## src/ccc_pkg.sv

```systemverilog
`timescale 1ns / 1ps
// ----------------------------------------------------------------------------
// ccc_pkg: calendar clock counter package
// Item types, operation codes and calendar constants shared by all modules.
// ----------------------------------------------------------------------------
package ccc_pkg;

  typedef enum logic [1:0] {
    OP_TICK      = 2'd0,
    OP_LOAD_DATE = 2'd1,
    OP_LOAD_TIME = 2'd2
  } op_t;

  typedef struct packed {
    logic [1:0]  op;
    logic [13:0] load_year;
    logic [3:0]  load_month;
    logic [4:0]  load_day;
    logic [4:0]  load_hours;
    logic [5:0]  load_minutes;
    logic [5:0]  load_seconds;
  } in_item_t;

  typedef struct packed {
    logic [13:0] year_now;
    logic [3:0]  month_now;
    logic [4:0]  day_now;
    logic [4:0]  hours_now;
    logic [5:0]  minutes_now;
    logic [5:0]  seconds_now;
    logic        second_pulse;
    logic        new_day_pulse;
  } out_item_t;

  localparam logic [13:0] YEAR_MAX   = 14'd9999;
  localparam logic [3:0]  MONTH_MAX  = 4'd12;
  localparam logic [3:0]  MONTH_MIN  = 4'd1;
  localparam logic [4:0]  DAY_MIN    = 5'd1;
  localparam logic [4:0]  HOURS_MAX  = 5'd23;
  localparam logic [5:0]  MINSEC_MAX = 6'd59;

  // non-leap month lengths, out-of-range months read as 31
  function automatic logic [4:0] month_days(input logic [3:0] month);
    logic [4:0] len;
    case (month)
      4'd2:    len = 5'd28;
      4'd4:    len = 5'd30;
      4'd6:    len = 5'd30;
      4'd9:    len = 5'd30;
      4'd11:   len = 5'd30;
      default: len = 5'd31;
    endcase
    return len;
  endfunction

endpackage

```

## src/ccc_in_reg.sv

```systemverilog
`timescale 1ns / 1ps
// ----------------------------------------------------------------------------
// ccc_in_reg: input register stage
// Holds one accepted input transaction until the core consumes it.
// ----------------------------------------------------------------------------
module ccc_in_reg (
  input  logic              clk,
  input  logic              rst,
  input  logic              in_valid,
  output logic              in_ready,
  input  ccc_pkg::in_item_t in_data,
  output logic              q_valid,
  input  logic              q_take,
  output ccc_pkg::in_item_t q_data
);

  assign in_ready = !q_valid || q_take;

  always_ff @(posedge clk) begin
    if (rst) begin
      q_valid <= 1'b0;
    end else if (in_ready) begin
      q_valid <= in_valid;
    end
  end

  always_ff @(posedge clk) begin
    if (in_valid && in_ready) begin
      q_data <= in_data;
    end
  end

endmodule

```

## src/ccc_core.sv

```systemverilog
`timescale 1ns / 1ps
// ----------------------------------------------------------------------------
// ccc_core: clock and calendar state
// Prescaler, time and date registers with rollover and load logic.
// ----------------------------------------------------------------------------
module ccc_core #(
  parameter int TICKS_PER_SECOND = 1000
) (
  input  logic               clk,
  input  logic               rst,
  input  logic               fast_mode,
  input  logic               fire,
  input  ccc_pkg::in_item_t  item,
  output ccc_pkg::out_item_t result
);

  localparam int TCW = $clog2(TICKS_PER_SECOND);
  localparam logic [TCW-1:0] TICK_LAST = TCW'(TICKS_PER_SECOND - 1);

  logic [TCW-1:0] tick_count, tick_count_next;
  logic [5:0]     seconds_reg, seconds_next;
  logic [5:0]     minutes_reg, minutes_next;
  logic [4:0]     hours_reg, hours_next;
  logic [4:0]     day_reg, day_next;
  logic [3:0]     month_reg, month_next;
  logic [13:0]    year_reg, year_next;
  logic           sec_p, day_p;

  always_comb begin
    tick_count_next = tick_count;
    seconds_next    = seconds_reg;
    minutes_next    = minutes_reg;
    hours_next      = hours_reg;
    day_next        = day_reg;
    month_next      = month_reg;
    year_next       = year_reg;
    sec_p           = 1'b0;
    day_p           = 1'b0;
    case (item.op)
      ccc_pkg::OP_TICK: begin
        if (fast_mode || tick_count >= TICK_LAST) begin
          tick_count_next = '0;
          sec_p = 1'b1;
          if (seconds_reg >= ccc_pkg::MINSEC_MAX) begin
            seconds_next = '0;
            if (minutes_reg >= ccc_pkg::MINSEC_MAX) begin
              minutes_next = '0;
              if (hours_reg >= ccc_pkg::HOURS_MAX) begin
                hours_next = '0;
                day_p = 1'b1;
                if (day_reg >= ccc_pkg::month_days(month_reg)) begin
                  day_next = ccc_pkg::DAY_MIN;
                  if (month_reg >= ccc_pkg::MONTH_MAX) begin
                    month_next = ccc_pkg::MONTH_MIN;
                    year_next  = (year_reg >= ccc_pkg::YEAR_MAX) ? 14'd0
                                                                 : year_reg + 14'd1;
                  end else begin
                    month_next = month_reg + 4'd1;
                  end
                end else begin
                  day_next = day_reg + 5'd1;
                end
              end else begin
                hours_next = hours_reg + 5'd1;
              end
            end else begin
              minutes_next = minutes_reg + 6'd1;
            end
          end else begin
            seconds_next = seconds_reg + 6'd1;
          end
        end else begin
          tick_count_next = tick_count + TCW'(1);
        end
      end
      ccc_pkg::OP_LOAD_DATE: begin
        year_next = (item.load_year > ccc_pkg::YEAR_MAX) ? ccc_pkg::YEAR_MAX
                                                         : item.load_year;
        if (item.load_month < ccc_pkg::MONTH_MIN) begin
          month_next = ccc_pkg::MONTH_MIN;
        end else if (item.load_month > ccc_pkg::MONTH_MAX) begin
          month_next = ccc_pkg::MONTH_MAX;
        end else begin
          month_next = item.load_month;
        end
        day_next = (item.load_day < ccc_pkg::DAY_MIN) ? ccc_pkg::DAY_MIN : item.load_day;
      end
      ccc_pkg::OP_LOAD_TIME: begin
        hours_next   = (item.load_hours > ccc_pkg::HOURS_MAX) ? ccc_pkg::HOURS_MAX
                                                              : item.load_hours;
        minutes_next = (item.load_minutes > ccc_pkg::MINSEC_MAX) ? ccc_pkg::MINSEC_MAX
                                                                 : item.load_minutes;
        seconds_next = (item.load_seconds > ccc_pkg::MINSEC_MAX) ? ccc_pkg::MINSEC_MAX
                                                                 : item.load_seconds;
      end
      default: begin
      end
    endcase
  end

  always_comb begin
    result.year_now      = year_next;
    result.month_now     = month_next;
    result.day_now       = day_next;
    result.hours_now     = hours_next;
    result.minutes_now   = minutes_next;
    result.seconds_now   = seconds_next;
    result.second_pulse  = sec_p;
    result.new_day_pulse = day_p;
  end

  always_ff @(posedge clk) begin
    if (rst) begin
      tick_count  <= '0;
      seconds_reg <= '0;
      minutes_reg <= '0;
      hours_reg   <= '0;
      day_reg     <= ccc_pkg::DAY_MIN;
      month_reg   <= ccc_pkg::MONTH_MIN;
      year_reg    <= '0;
    end else if (fire) begin
      tick_count  <= tick_count_next;
      seconds_reg <= seconds_next;
      minutes_reg <= minutes_next;
      hours_reg   <= hours_next;
      day_reg     <= day_next;
      month_reg   <= month_next;
      year_reg    <= year_next;
    end
  end

endmodule

```

## src/ccc_out_reg.sv

```systemverilog
`timescale 1ns / 1ps
// ----------------------------------------------------------------------------
// ccc_out_reg: result register
// Holds one result transaction until the consumer takes it.
// ----------------------------------------------------------------------------
module ccc_out_reg (
  input  logic               clk,
  input  logic               rst,
  input  logic               d_valid,
  output logic               d_ready,
  input  ccc_pkg::out_item_t d_data,
  output logic               out_valid,
  input  logic               out_ready,
  output ccc_pkg::out_item_t out_data
);

  assign d_ready = !out_valid || out_ready;

  always_ff @(posedge clk) begin
    if (rst) begin
      out_valid <= 1'b0;
    end else if (d_ready) begin
      out_valid <= d_valid;
    end
  end

  always_ff @(posedge clk) begin
    if (d_valid && d_ready) begin
      out_data <= d_data;
    end
  end

endmodule

```

## src/calendar_clock_counter.sv

```systemverilog
`timescale 1ns / 1ps
// ----------------------------------------------------------------------------
// calendar_clock_counter: real-time clock with calendar
// Millisecond-tick driven time and date counter with load operations.
//
//   port group   direction  handshake             payload
//   in           input      in_valid / in_ready   in_data (in_item_t)
//   out          output     out_valid / out_ready out_data (out_item_t)
//   cfg          input      cfg_we                cfg_wdata (fast_mode)
//
// one transaction per cycle sustained while the output is not stalled; a result passes
// from input acceptance through the input register, then the result register
// the rollover logic between the two registers is combinational
// reset: synchronous, clears time to 00:00:00, date to year 0 month 1 day 1
// output stall holds the result register and backs up into the input register
// ----------------------------------------------------------------------------
module calendar_clock_counter #(
  parameter int TICKS_PER_SECOND = 1000
) (
  input  logic               clk,
  input  logic               rst,
  input  logic               in_valid,
  output logic               in_ready,
  input  ccc_pkg::in_item_t  in_data,
  output logic               out_valid,
  input  logic               out_ready,
  output ccc_pkg::out_item_t out_data,
  input  logic               cfg_we,
  input  logic               cfg_wdata
);

  logic               fast_mode;
  logic               q_valid;
  logic               s2_ready;
  logic               fire;
  ccc_pkg::in_item_t  q_data;
  ccc_pkg::out_item_t core_result;

  always_ff @(posedge clk) begin
    if (rst) begin
      fast_mode <= 1'b0;
    end else if (cfg_we) begin
      fast_mode <= cfg_wdata;
    end
  end

  assign fire = q_valid && s2_ready;

  ccc_in_reg u_in_reg (
    .clk      (clk),
    .rst      (rst),
    .in_valid (in_valid),
    .in_ready (in_ready),
    .in_data  (in_data),
    .q_valid  (q_valid),
    .q_take   (s2_ready),
    .q_data   (q_data)
  );

  ccc_core #(
    .TICKS_PER_SECOND (TICKS_PER_SECOND)
  ) u_core (
    .clk       (clk),
    .rst       (rst),
    .fast_mode (fast_mode),
    .fire      (fire),
    .item      (q_data),
    .result    (core_result)
  );

  ccc_out_reg u_out_reg (
    .clk       (clk),
    .rst       (rst),
    .d_valid   (q_valid),
    .d_ready   (s2_ready),
    .d_data    (core_result),
    .out_valid (out_valid),
    .out_ready (out_ready),
    .out_data  (out_data)
  );

  // time fields stay in range
  a_time_range: assert property (@(posedge clk) disable iff (rst)
    out_valid |-> (out_data.hours_now <= 5'd23 && out_data.minutes_now <= 6'd59 &&
                   out_data.seconds_now <= 6'd59))
    else $error("time field out of range");

  // date fields stay in range
  a_date_range: assert property (@(posedge clk) disable iff (rst)
    out_valid |-> (out_data.month_now >= 4'd1 && out_data.month_now <= 4'd12 &&
                   out_data.day_now >= 5'd1 && out_data.year_now <= 14'd9999))
    else $error("date field out of range");

  // a new day only comes with a second step to midnight
  a_new_day: assert property (@(posedge clk) disable iff (rst)
    (out_valid && out_data.new_day_pulse) |->
      (out_data.second_pulse && out_data.hours_now == 5'd0 &&
       out_data.minutes_now == 6'd0 && out_data.seconds_now == 6'd0))
    else $error("new day pulse without midnight rollover");

  // input side never blocks while the result register is free
  a_ready_free: assert property (@(posedge clk) disable iff (rst)
    (!out_valid || out_ready) |-> in_ready)
    else $error("input stalled with free result register");

endmodule

```

## config.mk

```make
export PLATFORM = sky130hd
export DESIGN_NAME = calendar_clock_counter
export DESIGN_NICKNAME = d
export VERILOG_FILES = /design/src/ccc_pkg.sv /design/src/ccc_in_reg.sv /design/src/ccc_core.sv /design/src/ccc_out_reg.sv /design/src/calendar_clock_counter.sv
export SDC_FILE = /design/constraint.sdc
export NUM_CORES = 1
export LEC_CHECK = 0
export BUFFER_PORTS_ARGS = -buffer_cell sky130_fd_sc_hd__buf_4
export CORE_MARGIN = 2
export CORE_UTILIZATION = 35
export CTS_CLUSTER_SIZE = 28
export DETAILED_ROUTE_END_ITERATION = 10
export SLEW_MARGIN = 20
export SYNTH_ARGS = -nofsm -noshare
export SYNTH_HDL_FRONTEND = slang
export SYNTH_HIERARCHICAL = 1
export SYNTH_SLANG_ARGS = --single-unit
export TNS_END_PERCENT = 30
```

## constraint.sdc

```tcl
create_clock -name clk -period 7.5 [get_ports clk]
set_input_delay 0.75 -clock clk [delete_from_list [all_inputs] [get_ports clk]]
set_output_delay 0.75 -clock clk [all_outputs]
set_load 0.05 [all_outputs]
```

==> impl_metrics.yaml, run 1 <==
floorplanning:
  row_count: 51
  initial_core_util: 0.357
  core_mm2: 0.0195
  die-area_mm2: 0.0210
  io_pins: 92
  die-height_um: 145
  die_x_um: 145
clocking:
  cts.clk_slew.worst_paths_ns: 0.06
  cts_hold_buf: 0
  cts_buffers: 17
  tritoncts: "yes"
  cts.path.max_buffers: 2
  cts_resized: 0
  insertion_delay_ns: 0.42
  post_cts_buffers: 0
  htreeDepth: 4
  ctsRootBufferMaster: "clkbuf_16"
  cts.sinks: 137
setup_path:
  timing.critical_path.mode_cell: "a21oi_1"
  crit_fanout: 11
  path_cells: "inv_1 > ha_1 > a21oi_1 > nor2_1 > a21oi_1 > ha_1 > nand2b_1 > a21oi_1 > nor4_2 > nand2_1 > o21ai_0 > o21ai_0"
  startpoint: "u_core/month_reg[0]"
  critPathKind: "reg2reg"
  crit_path_start_kind: "register"
  slowest_delay_ns: 0.98
  crit_arrival_ns: 3.92
  crit_slowest_cell: "nor4_2"
  cp.required_ns: 7.66
  timing.rr.start: "u_core/month_reg[0]"
  worstSetupEndpointType: "register"
yosys:
  syn_area_mm2: 0.00697
  synth_cells: 705
  synth_cell_types: 81
  ys_seq_area_frac: 0.514
  syn_nets: 765
  syn_area_per_cell_um2: 9.88
  yosysTopAreaCell: "edfxtp_1"
  synthArstFlopShare: 0
  synth_flop_cell: "edfxtp_1"
  synth_edf_count: 84
  ys_ff_latch: 137
  netlist_top_cells_area: "edfxtp_1, dfxtp_1, o21ai_0"
  synth_top_area_share: 0.362
  synth_warnings: 6
detailed_routing:
  drc: 0
  ant_nets: 0
  wire_per_inst_um: 18.7
  drtPass1Iterations: 5
  avgViaCountPerCell: 5.71
  dr.first_iter.drc_count: 754
  wl_um: 19800
  num_vias: 6017
timing:
  fin_crit_ns: 3.76
  relSlewSlack: 0.253
  rsz0062_at_grt: "no"
  setup_viol: 0
  fin_skew_ns: 0.00963
  tns_ns: 0
  slew_violations: 0
  max_freq_mhz: 266
  final-hold-violation-count: 0
  fin_crit_sh: 0.502
  tightest_slew_ns: 1.11
cells_and_area:
  drive_gt1_frac: 0.190
  area_delta_synth_final_pct: 20.1
  final_common_cell: "buf_4"
  layout_common_cells: "buf_4, edfxtp_1, nor2_1"
  layout.nets: 837
  finish.instance_area_mm2: 0.00837
  antenna_cells: 0
placement:
  port_buffers: 91
  place_area_mm2: 0.00783
  dpl.hpwl_um: 12800
  gp_congestion: 0.885
pwr:
  internal_power_uw: 1360
  p_switching_uw: 492
  pwr-share-clk: 0.419
  switching_share: 0.266
  powerDensity_mw_per_mm2: 221
  comb_power_share: 0.111
  p_seq_frac: 0.470
  leakage_uw: 0.00300
  peakVddDrop_mv: 0.170
run_status:
  outcome: "finished, final reports clean"
min_path:
  hold_path_class: "reg2reg"
  hold_start: "u_core/tick_count[9]"
global_routing:
  grt.overflow.total: 0
  antenna_found_initial: 0
  grt_pass1_wl_um: 31000
  grt_max_degree: 49
  grt_pass1_vias: 5716
  grt_usage: 0.186
flow_run:
  cap_violations: 0
## cell usage after synthesis, drive strengths merged (8+ instances only)
| master | n |
|---|---|
| edfxtp | 84 |
| nor2 | 68 |
| o21ai | 61 |
| nand2 | 56 |
| a21oi | 54 |
| dfxtp | 53 |
| clkbuf | 31 |
| inv | 23 |
| nand3 | 23 |
| a31oi | 21 |
| nand4 | 19 |
| buf | 12 |
| ha | 12 |
| nor3 | 11 |
| a22oi | 10 |
| nor4 | 10 |
| o211ai | 10 |
| and3 | 8 |
## cell families after synthesis
kind of cell | after synthesis | share of synthesized area
compound gates | 240 | 0.231
simple gates | 233 | 0.171
flops | 137 | 0.514
buf+inv | 66 | 0.0402
xor+xnor | 13 | 0.0163
fa+ha+maj | 12 | 0.0216
mux | 4 | 0.00575
## critical path, delay by kind of cell, from the launching register on
kind	cells	cell delay (ns)
AND/OR/NAND/NOR	4	1.60
buffers and inverters	1	0.12
AO/OA/AOI/OAI	5	0.96
flip-flops	1	0.46
adder cells (fa/ha/maj)	2	0.34
## worst paths after layout
check                                end  slack, ns  cells after the start
setup reg to reg  u_out_reg/out_data[35]       3.74                     12
setup / recovery  u_out_reg/out_data[35]       3.74                     12
hold / removal      u_core/tick_count[9]       0.48                      2
hold reg to reg     u_core/tick_count[9]       0.48                      2
## routing by layer
| metal | vias up | global-route usage | routed length [µm] |
|---|---|---|---|
| li1 | 2843 | - | - |
| met1 | 2862 | 0.270 | 9120 |
| met2 | 291 | 0.272 | 8560 |
| met3 | 21 | 0.0447 | 1760 |
| met4 | 0 | 0.0632 | 314 |
| met5 | - | 0 | 0 |
## metrics by stage
| step | total power, µW | std cells | hold WS [ns] | util | setup WS [ns] |
|---|---|---|---|---|---|
| after detailed placement | 1090 | 1023 | 0.463 | 0.401 | 3.83 |
| after global routing | 1920 | 1054 | 0.480 | 0.429 | 3.42 |
| final | 1850 | 1054 | 0.479 | 0.429 | 3.74 |
| after CTS | 1870 | 1054 | 0.478 | 0.429 | 3.81 |
| after floorplan | 1010 | 705 | 0.429 | - | 4.69 |
| after global placement | 1090 | 1023 | 0.453 | 0.401 | 4.01 |
## power by group through the flow
stage	sequential [µW]	combinational (µW)	clock [µW]
after global routing	874	223	823
final	870	206	775
after floorplan	915	95.3	0
after global placement	885	204	0
after detailed placement	885	205	0
after CTS	869	206	792
## final cells by class
class	instances	area, µm²
sequential	137	3580
multi-input combinational	502	3110
inverter	23	86.3
clock buffer	18	429
clock inverter	13	109
tap	265	332
timing repair buffer	96	721
fill	1939	11200
Power figures use the tool's default switching activity.
==> run 2, diff against run 1 <==
--- a/config.mk
+++ b/config.mk
@@ -5,6 +5,7 @@
 export SDC_FILE = /design/constraint.sdc
 export NUM_CORES = 1
 export LEC_CHECK = 0
+export ABC_AREA = 1
 export BUFFER_PORTS_ARGS = -buffer_cell sky130_fd_sc_hd__buf_4
 export CORE_MARGIN = 2
 export CORE_UTILIZATION = 35
==> constraint.sdc (replaced) <==
create_clock -name clk -period 3.3 [get_ports clk]
set_input_delay 0.33 -clock clk [delete_from_list [all_inputs] [get_ports clk]]
set_output_delay 0.33 -clock clk [all_outputs]
set_load 0.05 [all_outputs]
==> run 2 against run 1 <==
Effect of this change: fmax up 31%; critical path depth up 5; core utilization up 0.75 points; sequential share of layout area down 0.46 points; die area down 1.3%; non-clock buffer count up 4; worst setup slack worse by 3.3 ns; design area up 1.1%; register-to-register slack worse by 3.3 ns; combinational power rose to 2.7 times the previous value; sequential cell count unchanged; largest cell class unchanged.
==> impl_metrics.yaml, run 2 <==
timing:
  tns_ns: 0
  setup_viol: 0
  final-hold-violation-count: 0
  relSlewSlack: 0.600
  max_freq_mhz: 349
  tightest_slew_ns: 0.600
  fin_skew_ns: 0.0152
  rsz0062_at_grt: "no"
  fin_crit_ns: 2.87
  fin_crit_sh: 0.868
  slew_violations: 0
setup_path:
  crit_fanout: 21
  critPathKind: "reg2reg"
  cp.required_ns: 3.47
  crit_arrival_ns: 3.03
  crit_path_start_kind: "register"
  path_cells: "inv_1 > ha_1 > nand2_1 > nor2_1 > nor2_1 > ha_1 > inv_1 > nand2_1 > nand2_1 > a21oi_2 > nand2_2 > nor2_4 > nand2_1 > nand2_1 > inv_2 > nand2_1 > nand2_1"
  slowest_delay_ns: 0.41
  rr_worst_depth: 17
  worstSetupEndpointType: "register"
  crit_slowest_cell: "nor2_4"
  timing.critical_path.mode_cell: "nand2_1"
min_path:
  hold_path_class: "in2reg"
  hold_depth: 1
clocking:
  cts_hold_buf: 0
  tritoncts: "yes"
  ctsRootBufferMaster: "clkbuf_16"
  cts.path.max_buffers: 2
  post_cts_buffers: 0
  insertion_delay_ns: 0.43
  cts.sinks: 137
  cts_buffers: 17
  cts.clk_slew.worst_paths_ns: 0.06
  cts_resized: 0
  htreeDepth: 4
yosys:
  ys_ff_latch: 137
  syn_area_per_cell_um2: 8.25
  syn_nets: 893
  synth_warnings: 6
  synth_cells: 833
  syn_area_mm2: 0.00688
  ys_seq_area_frac: 0.521
  synthArstFlopShare: 0
  yosysTopAreaCell: "edfxtp_1"
  yosys-top-cells-count: "nand2_1, inv_1, edfxtp_1"
  netlist_top_cells_area: "edfxtp_1, dfxtp_1, nand2_1"
  yosysMostFrequentCell: "nand2_1"
  synth_edf_count: 84
  synth_top_area_share: 0.367
  synth_cell_types: 40
  synth_flop_cell: "edfxtp_1"
global_routing:
  antenna_found_initial: 0
  gr-usage-met1: 0.238
  met2_usage: 0.273
  grt_use_met3: 0.0371
  grt_pass1_wl_um: 27600
  top_usage_layer: "met2"
  grt_usage: 0.173
  grt_pass1_vias: 5345
  grt_max_degree: 54
  grt.overflow.total: 0
floorplanning:
  row_count: 51
  core_mm2: 0.0194
  initial_core_util: 0.354
  die-height_um: 144
  die_x_um: 144
  die-area_mm2: 0.0208
  io_pins: 92
flow_run:
  cap_violations: 0
detailed_routing:
  wl_um: 17600
  dr.first_iter.drc_count: 495
  num_vias: 5806
  avgViaCountPerCell: 4.82
  drtPass1Iterations: 5
  ant_nets: 0
  wire_per_inst_um: 14.6
  drc: 0
cells_and_area:
  final_cells: 1205
  layout_common_cells: "nand2_1, inv_1, buf_4"
  nFillCells: 1948
  drive_gt1_frac: 0.178
  area_delta_synth_final_pct: 23.0
  antenna_cells: 0
  final_common_cell: "nand2_1"
  layout.nets: 987
run_status:
  outcome: "finished, final reports clean"
pwr:
  powerDensity_mw_per_mm2: 525
  peakVddDrop_mv: 0.367
  leakage_uw: 0.00376
placement:
  placedCellCount: 1173
  gp_congestion: 0.877
  dpl.hpwl_um: 12000
  port_buffers: 91
[run 2: cell count changes in the layout (fill, tap and decap cells not counted), moves of 9 or more]
cell / change
nand4_1: -9
o21ai_1: +10
a31oi_1: -18
nand3_1: +50
nand2_1: +128
a22oi_1: -10
inv_1: +112
[run 2: worst paths after layout]
check / startpoint / endpoint / slack (ns)
setup / recovery: u_core/month_reg[0] / u_out_reg/out_data[39] / 0.43
hold / removal: in_data[11] / u_in_reg/q_data[11] / 0.07
setup reg to reg: u_core/month_reg[0] / u_out_reg/out_data[39] / 0.43
hold reg to reg: u_core/tick_count[8] / u_core/tick_count[8] / 0.47
[run 2: power by group]
part	internal [µW]	switching [µW]
sequential	1930	70.6
clock	1140	739
combinational	181	376
total	3250	1190
[run 2: cell families (layout without fill, tap and decap cells)]
group | after synthesis | after routing | synth area share
buffers and inverters | 168 | 275 | 0.0961
XOR/XNOR | 4 | 4 | 0.00510
adder cells (fa/ha/maj) | 12 | 12 | 0.0218
AND/OR/NAND/NOR | 358 | 358 | 0.230
flip-flops | 137 | 137 | 0.521
AO/OA/AOI/OAI | 154 | 154 | 0.126
[run 2: cell type report]
| class | count | area, µm² | share of cell area |
|---|---|---|---|
| Timing Repair Buffer | 100 | 763 | 0.0902 |
| Inverter | 143 | 537 | 0.0635 |
| Multi-Input combinational cell | 528 | 2650 | 0.314 |
| Sequential cell | 137 | 3580 | 0.424 |
| Clock buffer | 24 | 536 | 0.0633 |
| Tap cell | 265 | 332 | 0.0392 |
| Clock inverter | 8 | 53.8 | 0.00636 |
[run 2: critical path: cells and delay by family (launching register included)]
family	cells	cell delay, ns
simple gates	11	1.30
fa+ha+maj	2	0.45
flops	1	0.35
buf+inv	3	0.29
compound gates	1	0.20
[run 2: per-stage QoR]
stage               cell area, µm²  power, µW  hold WS, ns  utilization  setup slack (ns)
finish                        8460       4440       0.0743        0.436             0.434
CTS                           8460       4480       0.0614        0.436             0.427
floorplan                     6880       2400        0.392            -            0.0836
detailed placement            7870       2600        0.462        0.406             0.445
global route                  8460       4620       0.0576        0.436            0.0958
global placement              7870       2590        0.456        0.406             0.592
[run 2: per-layer routing]
metal  vias up  wire length (µm)
met5         -                 0
met4         0               233
met3        20               906
met2       161              8000
met1      2676              8440
li1       2949                 -
